**config.mk**
```make
export PLATFORM = sky130hd
export DESIGN_NAME = elias_delta_byte_encoder
export DESIGN_NICKNAME = d
export VERILOG_FILES = /design/src/design/edel_pkg.sv /design/src/design/edel_front.sv /design/src/design/edel_queue.sv /design/src/design/edel_back.sv /design/src/design/elias_delta_byte_encoder.sv
export SDC_FILE = /design/constraint.sdc
export NUM_CORES = 1
export LEC_CHECK = 0
export BUFFER_PORTS_ARGS = -buffer_cell sky130_fd_sc_hd__buf_4
export CAP_MARGIN = 10
export CORE_MARGIN = 5
export CORE_UTILIZATION = 55
export DETAILED_ROUTE_END_ITERATION = 7
export PLACE_DENSITY = 0.83
export SYNTH_ARGS = -nofsm -noshare
export SYNTH_HDL_FRONTEND = slang
export SYNTH_SLANG_ARGS = --single-unit
```
**constraint.sdc**
```tcl
create_clock -name clk -period 7.1 [get_ports clk]
set_clock_uncertainty 0.05 [all_clocks]
set_input_delay 0.71 -clock clk [delete_from_list [all_inputs] [get_ports clk]]
set_output_delay 0.71 -clock clk [all_outputs]
set_load 0.03 [all_outputs]
```
**src/design/edel_pkg.sv**
```systemverilog
`default_nettype none
package edel_pkg;

  // Header and code geometry
  localparam int unsigned MAGIC_LEN = 4;
  localparam int unsigned CODE_W    = 15;  // longest delta code of 1..256
  localparam int unsigned LEN_W     = 4;   // holds 1..15
  localparam int unsigned PEND_W    = 7;   // bits carried between items
  localparam int unsigned ACC_W     = 22;  // carried bits plus one code
  localparam int unsigned CNT_W     = 5;   // holds 0..22
  localparam int unsigned QDEPTH    = 2;

  // Magic header bytes
  localparam logic [7:0] MAGIC_0 = 8'h45;  // 'E'
  localparam logic [7:0] MAGIC_1 = 8'h44;  // 'D'
  localparam logic [7:0] MAGIC_2 = 8'h45;  // 'E'
  localparam logic [7:0] MAGIC_3 = 8'h4C;  // 'L'

  // One classified item: packed code bits (first bit in bit 0) and length
  typedef struct packed {
    logic [CODE_W-1:0] code;
    logic [LEN_W-1:0]  len;
    logic              last;
  } edel_code_t;

  function automatic logic [7:0] magic_byte(input logic [1:0] idx);
    logic [7:0] b;
    unique case (idx)
      2'd0:    b = MAGIC_0;
      2'd1:    b = MAGIC_1;
      2'd2:    b = MAGIC_2;
      default: b = MAGIC_3;
    endcase
    return b;
  endfunction

endpackage
`default_nettype wire

```
**src/design/edel_front.sv**
```systemverilog
`default_nettype none
module edel_front (
  input  wire logic                clk,
  input  wire logic                rst_n,
  input  wire logic                in_push,
  output logic                     in_full,
  input  wire logic [7:0]          in_data_byte,
  input  wire logic                in_stream_end,
  output logic                     q_push,
  input  wire logic                q_full,
  output edel_pkg::edel_code_t     q_data
);

  logic                 fv_r;
  logic                 fv_nxt;
  edel_pkg::edel_code_t fd_r;
  edel_pkg::edel_code_t fd_nxt;
  logic                 take;

  // Delta code of v = byte + 1, built as an MSB-first string then reversed
  always_comb begin
    logic [8:0]                     v;
    logic [3:0]                     k;
    logic [3:0]                     m;
    logic [1:0]                     l;
    logic [edel_pkg::CODE_W-1:0]    s;
    logic [edel_pkg::CODE_W-1:0]    r;
    logic [edel_pkg::CODE_W-1:0]    mask;
    logic [edel_pkg::LEN_W-1:0]     n;
    v = {1'b0, in_data_byte} + 9'd1;
    priority if (v[8]) k = 4'd8;
    else if (v[7])     k = 4'd7;
    else if (v[6])     k = 4'd6;
    else if (v[5])     k = 4'd5;
    else if (v[4])     k = 4'd4;
    else if (v[3])     k = 4'd3;
    else if (v[2])     k = 4'd2;
    else if (v[1])     k = 4'd1;
    else               k = 4'd0;
    m = k + 4'd1;
    priority if (m[3]) l = 2'd3;
    else if (m[2])     l = 2'd2;
    else if (m[1])     l = 2'd1;
    else               l = 2'd0;
    // gamma(m) is l zeros then m in l+1 bits; the zeros are implicit above s
    mask = (edel_pkg::CODE_W'(1) << k) - edel_pkg::CODE_W'(1);
    s    = (edel_pkg::CODE_W'(m) << k) | (edel_pkg::CODE_W'(v) & mask);
    n    = {1'b0, l, 1'b0} + 4'd1 + k;
    for (int i = 0; i < edel_pkg::CODE_W; i++) begin
      r[i] = s[edel_pkg::CODE_W-1-i];
    end
    fd_nxt.code = r >> (4'(edel_pkg::CODE_W) - n);
    fd_nxt.len  = n;
    fd_nxt.last = in_stream_end;
  end

  // Single holding stage in front of the queue
  assign in_full = fv_r & q_full;
  assign take    = in_push & ~in_full;
  assign q_push  = fv_r & ~q_full;
  assign q_data  = fd_r;

  always_comb begin
    fv_nxt = fv_r;
    if (take) begin
      fv_nxt = 1'b1;
    end else if (q_push) begin
      fv_nxt = 1'b0;
    end
  end

  always_ff @(posedge clk) begin
    if (!rst_n) begin
      fv_r <= 1'b0;
    end else begin
      fv_r <= fv_nxt;
    end
  end

  always_ff @(posedge clk) begin
    if (take) begin
      fd_r <= fd_nxt;
    end
  end

endmodule
`default_nettype wire

```
**src/design/edel_queue.sv**
```systemverilog
`default_nettype none
module edel_queue (
  input  wire logic                clk,
  input  wire logic                rst_n,
  input  wire logic                push,
  input  wire edel_pkg::edel_code_t wdata,
  output logic                     full,
  input  wire logic                pop,
  output logic                     not_empty,
  output edel_pkg::edel_code_t     rdata
);

  edel_pkg::edel_code_t mem_r [edel_pkg::QDEPTH];
  logic       wr_ptr_r;
  logic       wr_ptr_nxt;
  logic       rd_ptr_r;
  logic       rd_ptr_nxt;
  logic [1:0] cnt_r;
  logic [1:0] cnt_nxt;
  logic       do_wr;
  logic       do_rd;

  assign full      = (cnt_r == 2'(edel_pkg::QDEPTH));
  assign not_empty = (cnt_r != 2'd0);
  assign do_wr     = push & ~full;
  assign do_rd     = pop & not_empty;
  assign rdata     = mem_r[rd_ptr_r];

  // Pointer and fill bookkeeping
  always_comb begin
    wr_ptr_nxt = wr_ptr_r ^ do_wr;
    rd_ptr_nxt = rd_ptr_r ^ do_rd;
    cnt_nxt    = cnt_r + 2'(do_wr) - 2'(do_rd);
  end

  always_ff @(posedge clk) begin
    if (!rst_n) begin
      wr_ptr_r <= 1'b0;
      rd_ptr_r <= 1'b0;
      cnt_r    <= 2'd0;
    end else begin
      wr_ptr_r <= wr_ptr_nxt;
      rd_ptr_r <= rd_ptr_nxt;
      cnt_r    <= cnt_nxt;
    end
  end

  always_ff @(posedge clk) begin
    if (do_wr) begin
      mem_r[wr_ptr_r] <= wdata;
    end
  end

endmodule
`default_nettype wire

```
**src/design/edel_back.sv**
```systemverilog
`default_nettype none
module edel_back (
  input  wire logic                clk,
  input  wire logic                rst_n,
  input  wire logic                q_valid,
  input  wire edel_pkg::edel_code_t q_data,
  output logic                     q_pop,
  output logic                     out_empty,
  input  wire logic                out_pop,
  output logic [7:0]               out_byte,
  output logic                     out_run_last,
  output logic                     out_stream_done
);

  // Current item: accumulated bits (carry from earlier items in the low bits)
  logic [edel_pkg::ACC_W-1:0] bits_r, bits_nxt;
  logic [edel_pkg::CNT_W-1:0] cnt_r, cnt_nxt;
  logic                       last_r, last_nxt;
  logic                       hdr_act_r, hdr_act_nxt;
  logic [1:0]                 hdr_idx_r, hdr_idx_nxt;
  logic                       hs_r, hs_nxt;

  // Output register
  logic       ov_r, ov_nxt;
  logic [7:0] ob_r, ob_nxt;
  logic       orl_r, orl_nxt;
  logic       osd_r, osd_nxt;

  logic slot_free;
  logic need_emit;

  assign slot_free = ~ov_r | out_pop;
  assign need_emit = hdr_act_r | (cnt_r >= edel_pkg::CNT_W'(8)) |
                     (last_r & (cnt_r != '0));
  assign q_pop     = ~need_emit & q_valid;

  // Emission sequencer: header, then full bytes, then the padded tail
  always_comb begin
    logic [edel_pkg::CNT_W-1:0] rem;
    logic                       more;
    bits_nxt    = bits_r;
    cnt_nxt     = cnt_r;
    last_nxt    = last_r;
    hdr_act_nxt = hdr_act_r;
    hdr_idx_nxt = hdr_idx_r;
    hs_nxt      = hs_r;
    ov_nxt      = ov_r & ~out_pop;
    ob_nxt      = ob_r;
    orl_nxt     = orl_r;
    osd_nxt     = osd_r;
    rem         = '0;
    more        = 1'b0;
    if (q_pop) begin
      // load: merge new code above the carried bits
      bits_nxt    = edel_pkg::ACC_W'(bits_r[edel_pkg::PEND_W-1:0]) |
                    (edel_pkg::ACC_W'(q_data.code) << cnt_r[2:0]);
      cnt_nxt     = cnt_r + edel_pkg::CNT_W'(q_data.len);
      last_nxt    = q_data.last;
      hdr_act_nxt = ~hs_r;
      hdr_idx_nxt = 2'd0;
      hs_nxt      = ~q_data.last;
    end else if (need_emit && slot_free) begin
      ov_nxt = 1'b1;
      if (hdr_act_r) begin
        ob_nxt      = edel_pkg::magic_byte(hdr_idx_r);
        hdr_idx_nxt = hdr_idx_r + 2'd1;
        hdr_act_nxt = (hdr_idx_r != 2'(edel_pkg::MAGIC_LEN - 1));
        more        = hdr_act_nxt | (cnt_r >= edel_pkg::CNT_W'(8)) |
                      (last_r & (cnt_r != '0));
      end else begin
        ob_nxt   = bits_r[7:0];
        bits_nxt = bits_r >> 8;
        rem      = (cnt_r >= edel_pkg::CNT_W'(8)) ? cnt_r - edel_pkg::CNT_W'(8) : '0;
        cnt_nxt  = rem;
        more     = (rem >= edel_pkg::CNT_W'(8)) | (last_r & (rem != '0));
      end
      orl_nxt = ~more;
      osd_nxt = ~more & last_r;
    end
  end

  always_ff @(posedge clk) begin
    if (!rst_n) begin
      bits_r    <= '0;
      cnt_r     <= '0;
      last_r    <= 1'b0;
      hdr_act_r <= 1'b0;
      hdr_idx_r <= 2'd0;
      hs_r      <= 1'b0;
      ov_r      <= 1'b0;
    end else begin
      bits_r    <= bits_nxt;
      cnt_r     <= cnt_nxt;
      last_r    <= last_nxt;
      hdr_act_r <= hdr_act_nxt;
      hdr_idx_r <= hdr_idx_nxt;
      hs_r      <= hs_nxt;
      ov_r      <= ov_nxt;
    end
  end

  always_ff @(posedge clk) begin
    ob_r  <= ob_nxt;
    orl_r <= orl_nxt;
    osd_r <= osd_nxt;
  end

  assign out_empty       = ~ov_r;
  assign out_byte        = ob_r;
  assign out_run_last    = orl_r;
  assign out_stream_done = osd_r;

endmodule
`default_nettype wire

```
**src/design/elias_delta_byte_encoder.sv**
```systemverilog
`default_nettype none
// Channel   Transfer when        Payload
// input     in_push & ~in_full   in_data_byte[7:0], in_stream_end
// result    out_pop & ~out_empty out_byte[7:0], out_run_last, out_stream_done
//
// Each item is loaded into the back end, which then emits its result bytes
// (up to 4 header bytes and 3 code bytes) through the single-byte output
// register before it takes the next item.
// Reset (rst_n low, synchronous) empties the front stage, queue and output
// register and clears the carried bits and the header flag.
// Input and result sides stall independently through the 2-entry queue.
module elias_delta_byte_encoder (
  input  wire logic       clk,
  input  wire logic       rst_n,
  input  wire logic       in_push,
  output logic            in_full,
  input  wire logic [7:0] in_data_byte,
  input  wire logic       in_stream_end,
  output logic            out_empty,
  input  wire logic       out_pop,
  output logic [7:0]      out_byte,
  output logic            out_run_last,
  output logic            out_stream_done
);

  edel_pkg::edel_code_t f2q_data;
  edel_pkg::edel_code_t q2b_data;
  logic f2q_push;
  logic q_full;
  logic q_valid;
  logic q_pop;

  // Classify bytes into delta codes
  edel_front u_front (
    .clk           (clk),
    .rst_n         (rst_n),
    .in_push       (in_push),
    .in_full       (in_full),
    .in_data_byte  (in_data_byte),
    .in_stream_end (in_stream_end),
    .q_push        (f2q_push),
    .q_full        (q_full),
    .q_data        (f2q_data)
  );

  // Decoupling queue
  edel_queue u_queue (
    .clk       (clk),
    .rst_n     (rst_n),
    .push      (f2q_push),
    .wdata     (f2q_data),
    .full      (q_full),
    .pop       (q_pop),
    .not_empty (q_valid),
    .rdata     (q2b_data)
  );

  // Pack bits and emit bytes
  edel_back u_back (
    .clk             (clk),
    .rst_n           (rst_n),
    .q_valid         (q_valid),
    .q_data          (q2b_data),
    .q_pop           (q_pop),
    .out_empty       (out_empty),
    .out_pop         (out_pop),
    .out_byte        (out_byte),
    .out_run_last    (out_run_last),
    .out_stream_done (out_stream_done)
  );

endmodule
`default_nettype wire
```
==> impl_metrics.tcl, run 1 <==
set metrics [dict create \
    layout-drive-gt1-share 0.1293 \
    syn-cell-area_um2 6080 \
    synth.top_cell.area_share 0.3458 \
    dr.pass1.iters 5 \
    grt_pass1_wl_um 21090 \
    status "completed" \
    worstMarginPinSlew_ns 1.096 \
    clk_transition_reported_paths_ns 0.10 \
    clockRootBuffer "clkbuf_8" \
    yosysMostFrequentCell "edfxtp_1" \
    cts.sinks 109 \
    grt_pass1_vias 4449 \
    antenna_cells 0 \
    power_density_nw_per_um2 377.9 \
    leakagePower_nw 2.380 \
    worstHoldStart "u_front.q_data[15]$_SDFFCE_PP0P_" \
    dp_hpwl_um 9143 \
    crit_slowest_cell "a221oi_1" \
    slowest_delay_ns 0.61 \
    holdWs_ns 0.4060 \
    finalCriticalPeriod_ns 5.843 \
    setup_viol_count_final 0 \
    cp_common_cell "ha_1" \
    cts_setup_buffers 0 \
    ioPinCount 25 \
    syn_to_final_growth_pct 6.812 \
    timing.fmax_ghz 0.1712 \
    die_h_um 115.1 \
    grt-ovfl-total 0 \
    grt_start_max_net_pins 37 \
    rsz0062_at_grt "no" \
    drtIter0Drc 336 \
    cp.arrival_ns 5.92 \
    r2r-end "u_queue.cnt_r[1]$_SDFF_PN0_" \
    finalWirelength_um 12430 \
    ctsResizeCount 0 \
    clk_path_buf_depth 2 \
    cp-end-kind "register" \
    hold_class "reg -> reg" \
    utilization 0.5990 \
    cts_hold_buf 0 \
    seq_area_frac_synth 0.4742 \
    crit_chain "buf_4, ha_1, and2_0, o2111ai_1, a221oi_1, nor2_1, ha_1, ha_1, inv_1, o21ai_0, fa_1, or2_1, o211ai_2, inv_1, and2_1, a211o_1, a221o_1" \
    clk_latency_ns 0.37 \
    tritoncts.num_buffers 9 \
    placed_area_um2 6285 \
    regToRegStartpoint "u_back.cnt_r[2]$_SDFFE_PN0P_" \
    grt_use_total 0.1968 \
    wl_per_cell_um 16.56 \
    yosys.area.top_type "edfxtp_1" \
    synth_cell_type_count 75 \
    cp_max_fo 16 \
    port_buffers 24 \
    synthCells 605 \
    die_w_um 115.1 \
    maxSlewViolCount 0 \
    yosysWarnings 0 \
    cts_tree "built" \
    cp.buffers_inverters 3 \
    crit_required_ns 7.18 \
    core_area_um2 10840 \
    avgSynthCellArea_um2 10.05 \
    fill_cells 874 \
    synth.area.top_cells "edfxtp_1, dfxtp_1, nor2_1" \
    cp_top_family "compound AO/OA/AOI/OAI gates" \
    setup.worst_path.start_class "input pin" \
    ir_drop_uv 370.9 \
    finalNetCount 640 \
    min_to "u_queue.mem_r[0][15]$_DFFE_PP_" \
    vias 4581 \
    synth_commonest_cells "edfxtp_1, nor2_1, nand2_1" \
    rrSetupSlack_ns 3.60 \
    drv_cap 0 \
    hold-path-cell-count 0 \
    setup_tns_ns 0 \
    initial_core_util 0.5608 \
    finalHoldViolCount 0 \
    r2r_cells 12 \
    ys.flop_type "edfxtp_1" \
    die_area_um2 13260 \
    synth_enable_flop_cells 70 \
    drc 0 \
    synth-async-reset-ratio 0 \
    cp.depth 17 \
    synth-seq-cells 109 \
    worstSetupPathType "in -> reg" \
    relSlewSlack 0.2686 \
    fin_crit_sh 0.8229 \
    antenna_found_initial 0 \
    viasPerCell 6.100 \
    core.rowCount 38 \
    place_congestion 0.8804 \
    antenna_left 0 \
    htree_levels 3 \
    syn_nets 639 \
    design_area_um2 6494 \
]
-- metal layers --
layer / up-vias / GRT usage / part of all wire / routed length (um)
met2: 133 / 0.3472 / 0.51 / 6345
li1: 2252 / - / - / -
met4: 0 / 0.09311 / 0.035 / 437
met5: - / 0 / 0 / 0
met3: 32 / 0.02579 / 0.036 / 449
met1: 2164 / 0.2379 / 0.42 / 5201
-- state kept, by name (all words and copies together) (netlist names), 2 cells and up, named ones only --
signal and cells:
u_back.bits_r 22, u_back.cnt_r 5, u_back.hdr_idx_r 2, u_back.out_byte 8, u_front.q_data 20, u_queue.cnt_r 2, u_queue.mem_r 40
-- metrics by stage --
| step | setup slack, ns | cells | power, mW |
|---|---|---|---|
| global placement | 1.204 | 735 | 2.044 |
| floorplan | 2.264 | 605 | 1.821 |
| detailed placement | 0.9885 | 735 | 2.082 |
| global route | 0.9285 | 751 | 2.647 |
| finish | 1.257 | 751 | 2.454 |
| CTS | 1.389 | 751 | 2.469 |
-- area by class of cell --
type,instances,area [um2],area share
repair buffers,28,210.2,0.03237
flip-flops and latches,109,2883,0.4439
well taps,140,175.2,0.02697
clock inverters,7,85.08,0.01310
clock buffers,9,123.9,0.01908
multi-input cells,435,2928,0.4509
inverters,23,88.84,0.01368
-- cells in the final DEF (no fill, tap or decap), types with 5 or more instances in the layout --
| cell | instances |
|---|---|
| nor2_1 | 67 |
| nor3_1 | 18 |
| a31oi_1 | 6 |
| nand3_1 | 12 |
| dfxtp_1 | 39 |
| and2_1 | 5 |
| nand2_1 | 59 |
| edfxtp_1 | 70 |
| xnor2_1 | 9 |
| mux2i_1 | 17 |
| nor2b_1 | 8 |
| o31ai_1 | 7 |
| a211oi_1 | 14 |
| a21oi_1 | 44 |
| nor4_1 | 6 |
| o21ai_0 | 26 |
| ha_1 | 19 |
| clkbuf_8 | 9 |
| nand2b_1 | 6 |
| a22oi_1 | 9 |
| buf_4 | 28 |
| mux2_2 | 8 |
| mux4_2 | 8 |
| inv_1 | 21 |
-- where the power goes --
part / internal, mW / switching (mW)
Sequential: 0.858 / 0.119
Combinational: 0.435 / 0.656
Clock: 0.171 / 0.215
Total: 1.46 / 0.990
-- cells by family (layout without fill, tap and decap cells) --
kind of cell,Yosys count,count (layout),share of synthesized area
buffers and inverters,61,67,0.04425
muxes,33,33,0.07244
AOI/OAI and AO/OA,165,165,0.1893
adders and majority gates,21,21,0.04569
xor gates and xnor gates,12,12,0.01729
DFF,109,109,0.4742
and+or+nand+nor,204,204,0.1568
-- worst max path at each step --
| stage | startpoint | slack, ns | to |
|---|---|---|---|
| 2_1_floorplan | in_data_byte[0] | 2.26 | u_front.q_data[7]$_DFFE_PP_ |
| 3_3_place_gp | in_data_byte[0] | 1.20 | u_front.q_data[7]$_DFFE_PP_ |
| 3_5_place_dp | in_data_byte[0] | 0.99 | u_front.q_data[7]$_DFFE_PP_ |
| 4_1_cts | in_data_byte[0] | 1.39 | u_front.q_data[7]$_DFFE_PP_ |
| 5_1_grt | in_data_byte[0] | 0.93 | u_front.q_data[7]$_DFFE_PP_ |
| 6_report | in_data_byte[0] | 1.26 | u_front.q_data[7]$_DFFE_PP_ |
Note: power is estimated with default switching activity, not from simulation.
==> run 2, diff against run 1 <==
PLACE_DENSITY = 0.86   (was 0.83)
clock period = 4.8 ns   (was 7.1 ns; I/O delays follow)
==> impl_metrics.tcl, run 2 (synthesis gave the netlist of run 1 again) <==
set metrics [dict create \
    status "completed" \
    cp_max_fo 15 \
    cts.sinks 109 \
    setup_tns_ns 0 \
    setup_viol_count_final 0 \
    layout_commonest_cell "edfxtp_1" \
    die_area_um2 13260 \
    dr.pass1.iters 5 \
    finalNetCount 654 \
    relSlewSlack 0.2454 \
    leakagePower_nw 2.426 \
    core.rowCount 38 \
    cts_setup_buffers 0 \
    ioPinCount 25 \
    antenna_left 0 \
    core_area_um2 10840 \
    regToRegStartpoint "u_back.cnt_r[0]$_SDFFE_PN0P_" \
    grt_pass1_vias 4558 \
    antenna_cells 0 \
    grt_pass1_wl_um 21780 \
    worstHoldStart "in_stream_end" \
    place_congestion 0.9126 \
    grt_use_total 0.2031 \
    drc 0 \
    cts_tree "built" \
    regArea_um2 2883 \
    max_flop_register "u_queue.mem_r" \
    min_to "u_front.q_data[0]$_DFFE_PP_" \
    rrSetupSlack_ns 1.35 \
    initial_core_util 0.5608 \
    cp-end-kind "register" \
    utilization 0.6057 \
    die_h_um 115.1 \
    r2r-end "u_queue.cnt_r[1]$_SDFF_PN0_" \
    crit_required_ns 4.88 \
    finalWirelength_um 12890 \
    worstMarginPinSlew_ns 1.130 \
    timing.fmax_ghz 0.2302 \
    cp.arrival_ns 4.42 \
    setup.worst_path.start_class "input pin" \
    ir_drop_uv 492.9 \
    clk_path_buf_depth 2 \
    vias 4684 \
    tritoncts.num_buffers 9 \
    htree_levels 3 \
    mostFrequentLayoutCells "edfxtp_1, nor2_1, nand2_1" \
    maxSlewViolCount 0 \
    rsz0062_at_grt "no" \
    layout-drive-gt1-share 0.1472 \
    port_buffers 24 \
    dp_hpwl_um 9648 \
    finalCriticalPeriod_ns 4.344 \
    ctsResizeCount 0 \
    clk_latency_ns 0.37 \
    antenna_found_initial 0 \
    viasPerCell 6.123 \
    hold-path-cell-count 1 \
    fin_crit_sh 0.9050 \
    largest_reg_flops 40 \
    cts_hold_buf 0 \
    grt-ovfl-total 0 \
    drtIter0Drc 381 \
    fin_total_pwr_mw 3.603 \
    r2r_cells 12 \
    hold_class "in -> reg" \
    finalHoldViolCount 0 \
    clockRootBuffer "clkbuf_8" \
    multi_input_area_um2 2928 \
    fill_cells 862 \
    grt_start_max_net_pins 36 \
    drv_cap 0 \
    power_density_nw_per_um2 548.7 \
    worstSetupPathType "in -> reg" \
    clk_transition_reported_paths_ns 0.10 \
    syn_to_final_growth_pct 8.006 \
    wl_per_cell_um 16.85 \
    die_w_um 115.1 \
]
-- run 2: cell count changes in the layout (fill, tap and decap cells not counted), sizes merged --
| cell | before | now |
|---|---|---|
| inv | 27 | 23 |
| bufinv | 1 | 0 |
| clkinvlp | 0 | 2 |
| buf | 28 | 42 |
| clkbuf | 9 | 10 |
| clkinv | 2 | 4 |
-- run 2: layout make-up --
type	count	area share
inverter	23	0.01353
clock buffer	10	0.01944
tap	140	0.02668
sequential	109	0.4390
timing repair buffer	42	0.04802
clock inverter	6	0.007431
multi-input combinational	435	0.4459
-- run 2: power by group --
part	switching, mW	internal (mW)
clock network	0.305	0.193
logic	0.985	0.662
registers	0.187	1.27
-- run 2: through the flow --
stage / worst slack (ns) / hold slack (ns) / area (um2) / instances
4_1_cts: 0.4837 / 0.2237 / 6566 / 765
3_3_place_gp: 0.2547 / 0.3734 / 6390 / 749
5_1_grt: 0.06747 / 0.2257 / 6566 / 765
2_1_floorplan: 0.1937 / 0.3715 / 6080 / 605
6_report: 0.4558 / 0.2348 / 6566 / 765
3_5_place_dp: 0.09216 / 0.3827 / 6390 / 749
-- run 2: worst max-delay path by stage --
stage                               start                          endpoint  slack [ns]  cells past startpoint
final                     in_data_byte[0]       u_front.q_data[7]$_DFFE_PP_        0.46                     17
after detailed placement  in_data_byte[0]       u_front.q_data[7]$_DFFE_PP_        0.09                     17
after floorplan           in_data_byte[0]       u_front.q_data[7]$_DFFE_PP_        0.19                     17
after CTS                 in_data_byte[0]       u_front.q_data[7]$_DFFE_PP_        0.48                     17
after global routing      in_data_byte[0]  u_front.q_data[12]$_SDFFCE_PP0P_        0.07                     18
after global placement    in_data_byte[0]       u_front.q_data[7]$_DFFE_PP_        0.25                     17
-- run 2: critical path, stage by stage --
cell and delay [ns]:
buf_4 0.13, ha_1 0.30, and2_0 0.34, o2111ai_1 0.19, a221oi_1 0.34, nor2_1 0.10, ha_1 0.26, ha_1 0.36
inv_1 0.07, o21ai_0 0.13, fa_1 0.44, or2_1 0.25, o211ai_2 0.17, buf_4 0.23, nor4_1 0.08, a211o_1 0.26
a221o_1 0.29
-- run 2: metal layers --
layer,up-vias,wire length [um],GRT usage,part of all wire
met2,133,6972,0.3823,0.54
met3,28,540,0.02000,0.042
met1,2245,5005,0.2294,0.39
met5,-,0,0,0
met4,0,371,0.09390,0.029
li1,2278,-,-,-
